===== src/rtl/assert_macros.svh =====
// ---------------------------------------------------------------------------
// assert_macros.svh
// assertion macros shared by the rtl, compiled out with NO_ASSERTIONS
// ---------------------------------------------------------------------------
`ifndef ASSERT_MACROS_SVH
`define ASSERT_MACROS_SVH

`ifndef NO_ASSERTIONS

// same-cycle implication, checked out of reset
`define KPE_ASSERT_IMP(lbl, clk, rst_n, ante, cons) \
    lbl: assert property (@(posedge clk) disable iff (!rst_n) (ante) |-> (cons)) \
        else $error("assertion failed");

// next-cycle implication, checked out of reset
`define KPE_ASSERT_NXT(lbl, clk, rst_n, ante, cons) \
    lbl: assert property (@(posedge clk) disable iff (!rst_n) (ante) |=> (cons)) \
        else $error("assertion failed");

`else

`define KPE_ASSERT_IMP(lbl, clk, rst_n, ante, cons)
`define KPE_ASSERT_NXT(lbl, clk, rst_n, ante, cons)

`endif

`endif


===== src/rtl/kpe_pkg.sv =====
// ---------------------------------------------------------------------------
// kpe_pkg
// key codes, decode functions and controller/datapath interface types
// ---------------------------------------------------------------------------
`timescale 1ns / 1ps

package kpe_pkg;

    // key codes
    typedef logic [4:0] t_key;

    localparam t_key KEY_NONE   = 5'd20;
    localparam t_key KEY_DELETE = 5'd10;
    localparam t_key KEY_SUBMIT = 5'd11;

    // debounce register
    localparam int          DEB_W     = 16;
    localparam logic [15:0] DEB_RESET = 16'd50;

    // output word layout
    localparam int IN_DATA_W  = 8;
    localparam int OUT_DATA_W = 16;
    localparam int OUT_USER_W = 2;

    // controller to datapath
    typedef struct packed {
        logic accept;     // input word taken this cycle
        logic emit_load;  // load next result word into the output register
    } t_ctrl_cmd;

    // datapath to controller
    typedef struct packed {
        logic emit_req;   // the presented word starts a submission
        logic out_free;   // output register can take a word
        logic emit_last;  // word being loaded closes the submission
    } t_dp_status;

    // column priority encode, column 1 first, 0 when no column reads high
    function automatic logic [1:0] col_encode(input logic [2:0] levels);
        logic [1:0] col;
        col = 2'd0;
        if (levels[0]) begin
            col = 2'd1;
        end else if (levels[1]) begin
            col = 2'd2;
        end else if (levels[2]) begin
            col = 2'd3;
        end
        return col;
    endfunction

    // row/column to key code
    function automatic t_key map_key(input logic [1:0] row, input logic [1:0] col);
        t_key key;
        if (col == 2'd0) begin
            key = KEY_NONE;
        end else if (row != 2'd3) begin
            key = t_key'({1'b0, row} * 3'd3) + t_key'(col);
        end else if (col == 2'd1) begin
            key = KEY_DELETE;
        end else begin
            key = KEY_SUBMIT;
        end
        return key;
    endfunction

endpackage


===== src/rtl/kpe_ctrl.sv =====
// ---------------------------------------------------------------------------
// kpe_ctrl
// sequencer: takes one word at a time, walks the digit store on a submit
// ---------------------------------------------------------------------------
`timescale 1ns / 1ps

module kpe_ctrl (
    input  logic                i_clk,
    input  logic                i_rst_n,
    input  logic                i_in_valid,
    output logic                o_in_ready,
    input  kpe_pkg::t_dp_status i_status,
    output kpe_pkg::t_ctrl_cmd  o_cmd
);

    typedef enum logic [1:0] {
        ST_IDLE = 2'b01,
        ST_EMIT = 2'b10
    } t_state;

    t_state r_state;
    t_state n_state;

    // state register
    always_ff @(posedge i_clk) begin
        if (!i_rst_n) begin
            r_state <= ST_IDLE;
        end else begin
            r_state <= n_state;
        end
    end

    // next state and commands
    always_comb begin
        n_state          = r_state;
        o_in_ready       = 1'b0;
        o_cmd.accept     = 1'b0;
        o_cmd.emit_load  = 1'b0;
        case (r_state)
            ST_IDLE: begin
                o_in_ready   = 1'b1;
                o_cmd.accept = i_in_valid;
                if (i_in_valid && i_status.emit_req) begin
                    n_state = ST_EMIT;
                end
            end
            ST_EMIT: begin
                if (i_status.out_free) begin
                    o_cmd.emit_load = 1'b1;
                    if (i_status.emit_last) begin
                        n_state = ST_IDLE;
                    end
                end
            end
            default: begin
                n_state = ST_IDLE;
            end
        endcase
    end

endmodule


===== src/rtl/kpe_dpath.sv =====
// ---------------------------------------------------------------------------
// kpe_dpath
// lockout timer, key decode, digit store and result output register
// ---------------------------------------------------------------------------
`timescale 1ns / 1ps

module kpe_dpath #(
    parameter int MAX_DIGITS = 16
) (
    input  logic                                i_clk,
    input  logic                                i_rst_n,
    input  logic [kpe_pkg::DEB_W-1:0]           i_debounce,
    input  logic                                i_opcode,
    input  logic [1:0]                          i_row,
    input  logic [2:0]                          i_levels,
    input  kpe_pkg::t_ctrl_cmd                  i_cmd,
    output kpe_pkg::t_dp_status                 o_status,
    output logic                                o_out_valid,
    input  logic                                i_out_ready,
    output logic [3:0]                          o_digit,
    output logic [3:0]                          o_position,
    output logic [4:0]                          o_pin_length,
    output logic                                o_empty,
    output logic                                o_cause,
    output logic                                o_last
);

    localparam int CW = $clog2(MAX_DIGITS + 1);
    localparam int AW = (MAX_DIGITS > 1) ? $clog2(MAX_DIGITS) : 1;

    logic                       r_lock_active;
    logic [kpe_pkg::DEB_W-1:0]  r_lock_count;
    logic [CW-1:0]              r_count;
    logic [CW-1:0]              r_idx;
    logic [CW-1:0]              n_idx;
    logic                       r_cause;
    logic [3:0]                 r_rd_data;
    logic [3:0]                 r_mem [MAX_DIGITS];

    logic                       r_out_valid;
    logic [3:0]                 r_digit;
    logic [3:0]                 r_position;
    logic [4:0]                 r_pin_length;
    logic                       r_empty;
    logic                       r_cause_out;
    logic                       r_last;

    logic                       w_press;
    kpe_pkg::t_key              w_key;
    logic                       w_is_digit;
    logic                       w_full;
    logic                       w_wr_en;
    logic                       w_emit_empty;
    logic                       w_emit_last;

    // key decode of the presented word
    assign w_key      = kpe_pkg::map_key(i_row, kpe_pkg::col_encode(i_levels));
    assign w_press    = i_opcode && !r_lock_active;
    assign w_is_digit = (w_key != kpe_pkg::KEY_NONE) && (w_key != kpe_pkg::KEY_DELETE)
                        && (w_key != kpe_pkg::KEY_SUBMIT);
    assign w_full     = (r_count >= CW'(MAX_DIGITS));
    assign w_wr_en    = i_cmd.accept && w_press && w_is_digit && !w_full;

    // submission walk
    assign w_emit_empty = (r_count == '0);
    assign w_emit_last  = w_emit_empty || ({1'b0, r_idx} + 1'b1 == {1'b0, r_count});

    assign o_status.emit_req  = w_press && ((w_key == kpe_pkg::KEY_SUBMIT)
                                || (w_is_digit && w_full));
    assign o_status.out_free  = !r_out_valid || i_out_ready;
    assign o_status.emit_last = w_emit_last;

    // next read index, so the registered read data tracks r_idx
    always_comb begin
        n_idx = r_idx;
        if (i_cmd.emit_load) begin
            n_idx = w_emit_last ? '0 : r_idx + 1'b1;
        end
    end

    // lockout timer, digit count and submission state
    always_ff @(posedge i_clk) begin
        if (!i_rst_n) begin
            r_lock_active <= 1'b0;
            r_lock_count  <= '0;
            r_count       <= '0;
            r_idx         <= '0;
            r_cause       <= 1'b0;
        end else begin
            r_idx <= n_idx;
            if (i_cmd.accept) begin
                if (!i_opcode) begin
                    // tick
                    if (r_lock_active) begin
                        if (r_lock_count <= kpe_pkg::DEB_W'(1)) begin
                            r_lock_count  <= '0;
                            r_lock_active <= 1'b0;
                        end else begin
                            r_lock_count <= r_lock_count - 1'b1;
                        end
                    end
                end else if (!r_lock_active) begin
                    // accepted press
                    r_lock_active <= 1'b1;
                    r_lock_count  <= i_debounce;
                    r_cause       <= (w_key != kpe_pkg::KEY_SUBMIT);
                    if (w_key == kpe_pkg::KEY_DELETE && r_count != '0) begin
                        r_count <= r_count - 1'b1;
                    end else if (w_wr_en) begin
                        r_count <= r_count + 1'b1;
                    end
                end
            end else if (i_cmd.emit_load && w_emit_last) begin
                r_count <= '0;
            end
        end
    end

    // digit store, one write and one registered read port
    always_ff @(posedge i_clk) begin
        if (w_wr_en) begin
            r_mem[r_count[AW-1:0]] <= w_key[3:0];
        end
        r_rd_data <= r_mem[n_idx[AW-1:0]];
    end

    // output register valid
    always_ff @(posedge i_clk) begin
        if (!i_rst_n) begin
            r_out_valid <= 1'b0;
        end else if (i_cmd.emit_load) begin
            r_out_valid <= 1'b1;
        end else if (i_out_ready) begin
            r_out_valid <= 1'b0;
        end
    end

    // output register payload
    always_ff @(posedge i_clk) begin
        if (i_cmd.emit_load) begin
            r_digit      <= w_emit_empty ? 4'd0 : r_rd_data;
            r_position   <= 4'(r_idx);
            r_pin_length <= 5'(r_count);
            r_empty      <= w_emit_empty;
            r_cause_out  <= r_cause;
            r_last       <= w_emit_last;
        end
    end

    assign o_out_valid  = r_out_valid;
    assign o_digit      = r_digit;
    assign o_position   = r_position;
    assign o_pin_length = r_pin_length;
    assign o_empty      = r_empty;
    assign o_cause      = r_cause_out;
    assign o_last       = r_last;

endmodule


===== src/rtl/keypad_pin_entry.sv =====
// ---------------------------------------------------------------------------
// keypad_pin_entry
// pin entry from a 4x3 matrix keypad with debounce lockout
// ---------------------------------------------------------------------------
// usage:
//   input stream: one word per tick (tuser 0) or row press (tuser 1); a press
//   during the lockout is dropped, any other press re-arms it for
//   debounce_ticks ticks. digits 1-9 fill the pin store, star deletes one,
//   row 4 columns 2/3 submit; a digit on a full store submits it instead.
//   output stream: one word per stored digit with tlast on the final one, or
//   a single word flagged empty when nothing was stored.
//   flow: a tick or a non-submitting press is taken while idle; a submission
//   is accepted and then emits its result words (up to MAX_DIGITS), paced
//   by the single read port of the digit store and the output register.
//   s_axis_tready is low while results are being emitted; a stall on the
//   output side holds the output register and pauses the walk.
//   reset (synchronous, active low): lockout off, store empty, debounce 50.
//   register 0 (byte address 0): debounce_ticks, written over the apb port
//   by the user only while the block is idle; the block does not enforce it.
// ---------------------------------------------------------------------------
`timescale 1ns / 1ps

`include "assert_macros.svh"

module keypad_pin_entry #(
    parameter int MAX_DIGITS = 16
) (
    input  logic                                i_clk,
    input  logic                                i_rst_n,
    // input stream
    input  logic                                s_axis_tvalid,
    output logic                                s_axis_tready,
    input  logic [kpe_pkg::IN_DATA_W-1:0]       s_axis_tdata,   // row_index[1:0], column_levels[4:2]
    input  logic                                s_axis_tuser,   // opcode
    // output stream
    output logic                                m_axis_tvalid,
    input  logic                                m_axis_tready,
    output logic [kpe_pkg::OUT_DATA_W-1:0]      m_axis_tdata,   // digit[3:0], position[7:4], pin_length[12:8]
    output logic [kpe_pkg::OUT_USER_W-1:0]      m_axis_tuser,   // empty_res[0], cause[1]
    output logic                                m_axis_tlast,
    // configuration
    input  logic                                psel,
    input  logic                                penable,
    input  logic                                pwrite,
    input  logic [2:0]                          paddr,
    input  logic [31:0]                         pwdata,
    output logic [31:0]                         prdata,
    output logic                                pready
);

    logic [kpe_pkg::DEB_W-1:0]  r_debounce;
    kpe_pkg::t_ctrl_cmd         w_cmd;
    kpe_pkg::t_dp_status        w_status;
    logic [3:0]                 w_digit;
    logic [3:0]                 w_position;
    logic [4:0]                 w_pin_length;
    logic                       w_empty;
    logic                       w_cause;
    logic                       w_cfg_wr;

    // configuration register
    assign pready   = 1'b1;
    assign w_cfg_wr = psel && penable && pwrite && pready && (paddr[2] == 1'b0);

    always_ff @(posedge i_clk) begin
        if (!i_rst_n) begin
            r_debounce <= kpe_pkg::DEB_RESET;
        end else if (w_cfg_wr) begin
            r_debounce <= pwdata[kpe_pkg::DEB_W-1:0];
        end
    end

    assign prdata = (paddr[2] == 1'b0) ? {{(32 - kpe_pkg::DEB_W){1'b0}}, r_debounce} : 32'd0;

    // sequencer
    kpe_ctrl u_ctrl (
        .i_clk      (i_clk),
        .i_rst_n    (i_rst_n),
        .i_in_valid (s_axis_tvalid),
        .o_in_ready (s_axis_tready),
        .i_status   (w_status),
        .o_cmd      (w_cmd)
    );

    // datapath
    kpe_dpath #(
        .MAX_DIGITS (MAX_DIGITS)
    ) u_dpath (
        .i_clk        (i_clk),
        .i_rst_n      (i_rst_n),
        .i_debounce   (r_debounce),
        .i_opcode     (s_axis_tuser),
        .i_row        (s_axis_tdata[1:0]),
        .i_levels     (s_axis_tdata[4:2]),
        .i_cmd        (w_cmd),
        .o_status     (w_status),
        .o_out_valid  (m_axis_tvalid),
        .i_out_ready  (m_axis_tready),
        .o_digit      (w_digit),
        .o_position   (w_position),
        .o_pin_length (w_pin_length),
        .o_empty      (w_empty),
        .o_cause      (w_cause),
        .o_last       (m_axis_tlast)
    );

    // output word packing
    assign m_axis_tdata = {3'd0, w_pin_length, w_position, w_digit};
    assign m_axis_tuser = {w_cause, w_empty};

    // no result word is loaded while the block is taking input
    `KPE_ASSERT_IMP(a_no_emit_when_ready, i_clk, i_rst_n, s_axis_tready, !w_cmd.emit_load)

    // a submitting press makes the block busy on the next cycle
    `KPE_ASSERT_NXT(a_busy_after_submit, i_clk, i_rst_n,
        s_axis_tvalid && s_axis_tready && w_status.emit_req, !s_axis_tready)

    // a result word is loaded only into a free output register
    `KPE_ASSERT_IMP(a_load_when_free, i_clk, i_rst_n,
        w_cmd.emit_load, !m_axis_tvalid || m_axis_tready)

    // a register write lands in the debounce register
    `KPE_ASSERT_NXT(a_cfg_write, i_clk, i_rst_n, w_cfg_wr,
        r_debounce == $past(pwdata[kpe_pkg::DEB_W-1:0]))

endmodule

===== config.mk =====
export PLATFORM = sky130hd
export DESIGN_NAME = keypad_pin_entry
export DESIGN_NICKNAME = d
export VERILOG_FILES = /design/src/rtl/kpe_pkg.sv /design/src/rtl/kpe_ctrl.sv /design/src/rtl/kpe_dpath.sv /design/src/rtl/keypad_pin_entry.sv
export VERILOG_INCLUDE_DIRS = /design/src /design/src/rtl
export SDC_FILE = /design/constraint.sdc
export NUM_CORES = 1
export LEC_CHECK = 0
export ABC_AREA = 1
export BUFFER_PORTS_ARGS = -buffer_cell sky130_fd_sc_hd__buf_2
export CORE_ASPECT_RATIO = 2
export CORE_MARGIN = 8
export CORE_UTILIZATION = 40
export CTS_CLUSTER_SIZE = 14
export DETAILED_ROUTE_END_ITERATION = 10
export HOLD_SLACK_MARGIN = 0.1
export SLEW_MARGIN = 20
export SYNTH_ARGS = -nofsm -noshare
export SYNTH_HDL_FRONTEND = slang
export SYNTH_SLANG_ARGS = --single-unit

===== constraint.sdc =====
create_clock -name i_clk -period 4.19 [get_ports i_clk]
set_input_delay 0.6285 -clock i_clk [delete_from_list [all_inputs] [get_ports i_clk]]
set_output_delay 0.6285 -clock i_clk [all_outputs]
set_load 0.005 [all_outputs]

-- Word level (Yosys, flattened, before mapping)
Memories as Yosys holds them, arrays and structs flattened. A register that Yosys moved wholly into a read port is not among the register bits.
Index checks and enable logic that the tools add are counted.
- logic and storage cells: 108
- memories kept: 1
- register bits: 63
- memory bits (writable): 64
- memory list (memory ; depth ; width ; read ports ; clocked after memory_dff ; write ports ; RTL line ; RTL):
    u_dpath.r_mem ; 16 ; 4 ; 1 ; 1 ; 1 ; kpe_dpath.sv:38 ; logic [3:0] r_mem [MAX_DIGITS];
- equality and inequality tests: 17
- multipliers: 1
- muxes and demuxes: 34
- reduce and logical (&&, ||, !) cells: 30
- add/subtract/negate cells: 6
- bitwise operators: 2
- magnitude comparators: 2
- operator list (kind ; number):
    2-to-1 mux 16 bit ; 5
    2-to-1 mux 5 bit ; 9
    less-or-equal comparator 16 x 1 -> 1 bit (second input constant) ; 1
    subtractor 16 x 1 -> 16 bit (second input constant) ; 1
    logical AND 1 bit ; 14
    2-to-1 mux 1 bit ; 12
    2-to-1 mux 2 bit ; 6
    adder 5 x 1 -> 5 bit (second input constant) ; 2
    equality test 5 x 4 -> 1 bit (second input constant) ; 2
    != test 5 x 4 -> 1 bit (second input constant) ; 2
    AND reduction 3 bit ; 3
    != test 2 bit (second input constant) ; 4
    adder 5 x 1 -> 6 bit (second input constant) ; 1
    equality test 6 x 5 -> 1 bit ; 1
    != test 2 x 1 -> 1 bit (second input constant) ; 3
    nonzero test 2 bit ; 3
    adder 4 x 2 -> 5 bit ; 1
    greater-or-equal comparator 5 bit (second input constant) ; 1
    logical NOT 5 bit ; 1
    != test 5 bit (second input constant) ; 1
    nonzero test 5 bit ; 1
    subtractor 5 x 1 -> 5 bit (second input constant) ; 1
    equality test 2 x 1 -> 1 bit (second input constant) ; 2
    multiplier 2 x 2 -> 4 bit (second input constant) ; 1
    other kinds (9) ; 14

-- Logic depth before layout (Yosys ltp)
- word-level depth: 17
- depth in mapped cells: 20
- depth with buffers taken out: 20

-- Cells and area by module
Synthesis repeated with hierarchy kept, for this count alone.
- cells, all modules: 812
- area total of the unflattened synthesis: 6787.8 um2
- modules (own cells, without submodules) (module ; cells an instance ; instances ; area an instance (um2)):
    kpe_dpath ; 632 ; 1 ; 5599.1
    keypad_pin_entry ; 161 ; 1 ; 1063.5
    kpe_ctrl ; 19 ; 1 ; 125.1

-- Least setup slack after synthesis
No wires, ideal clock.
- path type: input-to-reg
- from: input port s_axis_tdata[0] (netlist name)
- to: register u_dpath.r_count[4]
- arrival: 3377 ps
- required time: 4068 ps
- cell stages on the path: 19
- path slack: 691 ps
- cells stage by stage: ha_1 > inv_1 > xor2_1 > ha_1 > fa_1 > o21ai_0 > nand2_1 > nor2_1 > nand2_1 > inv_1 > ha_1 > inv_1 > nor2_1 > o21a_1 > nor2_1 > inv_1 > or2_2 > nand3_1 > a21oi_1
- longest elaborated chain between the ends: 11
- elaborated cells on any way between the ends: 20
- classes of those cells: add/sub: 1; mul: 1; eq/ne: 6; mux: 6; reduce/logical: 6
- ends and longest elaborated chain (item ; RTL line ; RTL):
    start, declared ; keypad_pin_entry.sv:33 ; input logic [kpe_pkg::IN_DATA_W-1:0] s_axis_tdata,
    multiplier 2 x 2 -> 4 bit ; kpe_pkg.sv:58 ; key = t_key'({1'b0, row} * 3'd3) + t_key'(col);
    adder 4 x 2 -> 5 bit ; kpe_pkg.sv:58 ;
    2-to-1 mux 5 bit * ; kpe_pkg.sv:57 ; end else if (row != 2'd3) begin
    2-to-1 mux 5 bit * ; kpe_pkg.sv:55 ; if (col == 2'd0) begin
    != test 5 bit / != test 5 x 4 -> 1 bit (equally long branches) ; kpe_dpath.sv:59 ; assign w_is_digit = (w_key != kpe_pkg::KEY_NONE) && (w_key != kpe_pkg::KEY_DELETE)
    logical AND 1 bit ; kpe_dpath.sv:59 ;
    logical AND 1 bit ; kpe_dpath.sv:60 ; && (w_key != kpe_pkg::KEY_SUBMIT);
    logical AND 1 bit (2 in series) ; kpe_dpath.sv:62 ; assign w_wr_en = i_cmd.accept && w_press && w_is_digit && !w_full;
    != test 3 bit (no line) ; - ;
    AND reduction 4 bit (no line) ; - ;
    end signal, assigned ; kpe_dpath.sv:108 ; r_count <= r_count - 1'b1;
    end signal, assigned ; kpe_dpath.sv:110 ; r_count <= r_count + 1'b1;
    end, declared ; kpe_dpath.sv:33 ; logic [CW-1:0] r_count;
Mark *: on every way between the ends. The rest lies on a longest branch, timed or not. The select of a mux whose other input is x is not followed.
A chain may end at the register's enable or synchronous reset.

-- Worst setup path after layout
- from: input port s_axis_tdata[1] (netlist name)
- to: register u_dpath.r_count[4]
Same word-level chain as after synthesis.

==> run summary <==
Seq cells post-synth - 131
die area - 0.02079 mm²
I/O pin total - 105
critical path data required time - 4490 ps
vias in the first global route - 4,852
Crit path arrival time - 3770 ps
global-route wire length before repair - 23.58 mm
post-route setup TNS - 0 ps
Hold-fix buffers, CTS - 0
DPL Wire Length - 10.05 mm
layout cell share with drive strength beyond 1 - 15.02%
setup violators final - 0
total iterations of the first detailed-routing run - 7
largest net degree at the start of global routing - 38
# H-tree levels - 4
via count - 5,049
MaxCap Viol Count - 0
Mapped Area - 0.006486 mm²
Max Fclk - 0.2884 GHz
initial antenna violation count - 0
Final Hold Vio Count - 0
Area Growth Syn to Fin - 14.47%
Hold WC Path Type - primary input to register
Final Core Density - 46.11%
Yosys top cell area share - 37.04%
Slew HR - 50.87%
library cells used by synthesis - 44
clock skew - 20.91 ps
setup bufs post-CTS - 0
Post-synth top flop - edfxtp_1
commonest cells in the netlist - 117 x nand2_1, 109 x inv_1, 88 x nand3_1, 80 x edfxtp_1, 69 x nor2_1
DR vias/cell - 4.969
CTS Buf Count - 17
Die Height - 196.1 µm
CTS sink cnt - 131
Die Wd - 106.0 µm
drc violations - 0
clock root cell - clkbuf_16
slowest stage delay, CP - 450 ps
RD Place Congestion - 0.8160
Max Slew Vio Count - 0
Worst-Skew Late Latency - 420 ps
DP Cell Count - 984
Max stage delay cell, worst path - fa_1
slew of the pin with the lowest slew margin - 737.0 ps
Post-synth EDFFs - 80
cell accounting for the most synthesized area - edfxtp_1
CTS tree - done
DR iter-0 viols - 323
post-synthesis average cell area - 8.730 µm²
WS Path Type - primary input to register
Power Density - 428.2 mW/mm²
Top cell by count, worst path - inv_1
GRT overflow - 0
fin cells - 1,016
startpoint types - primary input
Filler cells - 1,609
Initial Util - 40.28%
Routed Wire Length - 14.22 mm
Static Leak - 3.227 nW
CTS Buffer Depth - 2
crit-path cells - buf_2, ha_1, inv_1, xor2_1, ha_1, fa_1, o21ai_0, nand2_1, nor2_1, nand2_1, inv_1, ha_1, inv_1, nor2_1, o21a_1, nor2_1, inv_1, or2_2, nand3_1, a21oi_1
RSZ-0062 raised after global routing - no
period utilization - 82.75%
Final Net Count - 862
per-cell routed wire length - 13.99 µm
Max IR drop VDD - 0.2837 mV
sequential area share after synthesis - 52.78%
post-cts gate resize count - 0
CP Capture Type - register
clk slew on worst S/H paths - 60 ps
Placed Area - 0.006847 mm²
core footprint - 0.01610 mm²
Area contributors post-synth - edfxtp_1 37%, dfxtp_1 16%, nand3_1 6.8%
total global-route track usage - 14.07%
status - completed
reg2reg setup slack - 1460 ps
Period minus WS final - 3467 ps
Diodes inserted - 0
site row count - 66
critical-path maximum fanout - 4
most common cell in the netlist - nand2_1
Final Cell Area - 0.007425 mm²
synthesized instance count - 743
Synth async-reset ratio - 0%
Routed Antenna Nets - 0
Yosys warning count - 0
IO Port Bufs - 63
layer usage:
| metal | wire (µm) | track usage (%) | share of wire, % | up-vias |
|---|---|---|---|---|
| li1 | - | - | - | 2535 |
| met1 | 6284 | 17.70 | 44 | 2388 |
| met2 | 7101 | 22.95 | 50 | 113 |
| met3 | 681 | 2.990 | 4.8 | 13 |
| met4 | 151 | 5.354 | 1.1 | 0 |
| met5 | 0 | 0 | 0 | - |
power breakdown:
group,internal [mW],switching (mW),total [mW]
logic,0.101,0.200,0.302
clock network,0.884,0.546,1.43
registers,1.42,0.0265,1.45
total,2.41,0.773,3.18
cell usage in the layout (no fill, tap or decap), types with 2 or more instances in the layout:
master / synthesis / final
xnor2_1: 4 / 4
nor3_2: 3 / 3
fa_1: 2 / 2
nand3b_1: 13 / 13
or2_2: 2 / 2
o211ai_1: 3 / 3
clkbuf_16: 0 / 18
nand3_2: 3 / 3
nand2_1: 117 / 117
edfxtp_1: 80 / 80
o21ai_0: 46 / 46
clkinv_2: 1 / 3
ha_1: 10 / 10
nand4_1: 4 / 4
dfxtp_1: 51 / 51
a21oi_1: 51 / 50
buf_2: 3 / 63
clkinv_4: 1 / 2
inv_4: 0 / 5
nor4_1: 2 / 2
clkinv_1: 2 / 2
xor2_1: 7 / 7
buf_4: 26 / 4
conb_1: 2 / 20
o221a_2: 2 / 2
nor2_1: 69 / 69
nand2_4: 2 / 2
a221oi_1: 3 / 3
inv_2: 4 / 4
nand3_1: 88 / 88
clkbuf_8: 0 / 2
nand2_2: 2 / 2
inv_1: 109 / 109
layout make-up:
class | count | area (µm²) | area share, %
clock inverter | 11 | 96.34 | 1.298
inverter | 117 | 445.4 | 5.999
tap | 204 | 255.2 | 3.438
sequential | 131 | 3423 | 46.11
timing repair buffer | 67 | 345.3 | 4.651
clock buffer | 21 | 481.7 | 6.488
multi-input combinational | 465 | 2377 | 32.02
state kept, by name, summed over array words and instances, names as in the netlist, 2 cells and up:
register and cells:
u_dpath.r_idx 5, u_dpath.r_count 5, u_dpath.r_lock_count 16, u_dpath.r_rd_data 4, u_dpath.r_mem 64, u_dpath.o_digit 4
u_dpath.o_pin_length 5, u_dpath.o_position 4, r_debounce 16, u_ctrl.r_state 2
path summary, 6_finish.rpt:
path	from	end	cells after the start
max	s_axis_tdata[1]	u_dpath.r_count[4]	20
min	pwdata[5]	r_debounce[5]	3
max reg2reg	u_dpath.r_idx[0]	u_dpath.r_rd_data[2]	14
min reg2reg	u_dpath.r_cause	u_dpath.o_cause	0
cell families (layout without fill, tap and decap cells):
logic type,count (synthesis),after routing,synth area share (%)
flip-flops,131,131,52.78
adder cells (fa/ha/maj),12,12,2.546
AO/OA/AOI/OAI,113,113,9.568
XOR/XNOR,11,11,1.485
other,2,20,0.1158
AND/OR/NAND/NOR,309,309,21.84
buffers and inverters,165,216,11.67
stage by stage:
stage / setup WS (ps) / hold slack (ps) / power (mW)
after floorplan: 690.6 / 408.6 / 1.692
after global placement: 335.6 / 427.1 / 1.769
after detailed placement: 293.7 / 432.4 / 1.777
after CTS: 727.4 / 417.1 / 3.207
after global routing: 408.9 / 434.0 / 3.306
final: 722.7 / 422.3 / 3.179
worst max-delay path: cells and delay by family:
kind | cells | cell delay (ps)
and+or+nand+nor | 7 | 880
buffers and inverters | 5 | 450
xor gates and xnor gates | 1 | 150
AOI/OAI and AO/OA | 3 | 470
adders and majority gates | 4 | 1190
Note: power is estimated with default switching activity, not from simulation.
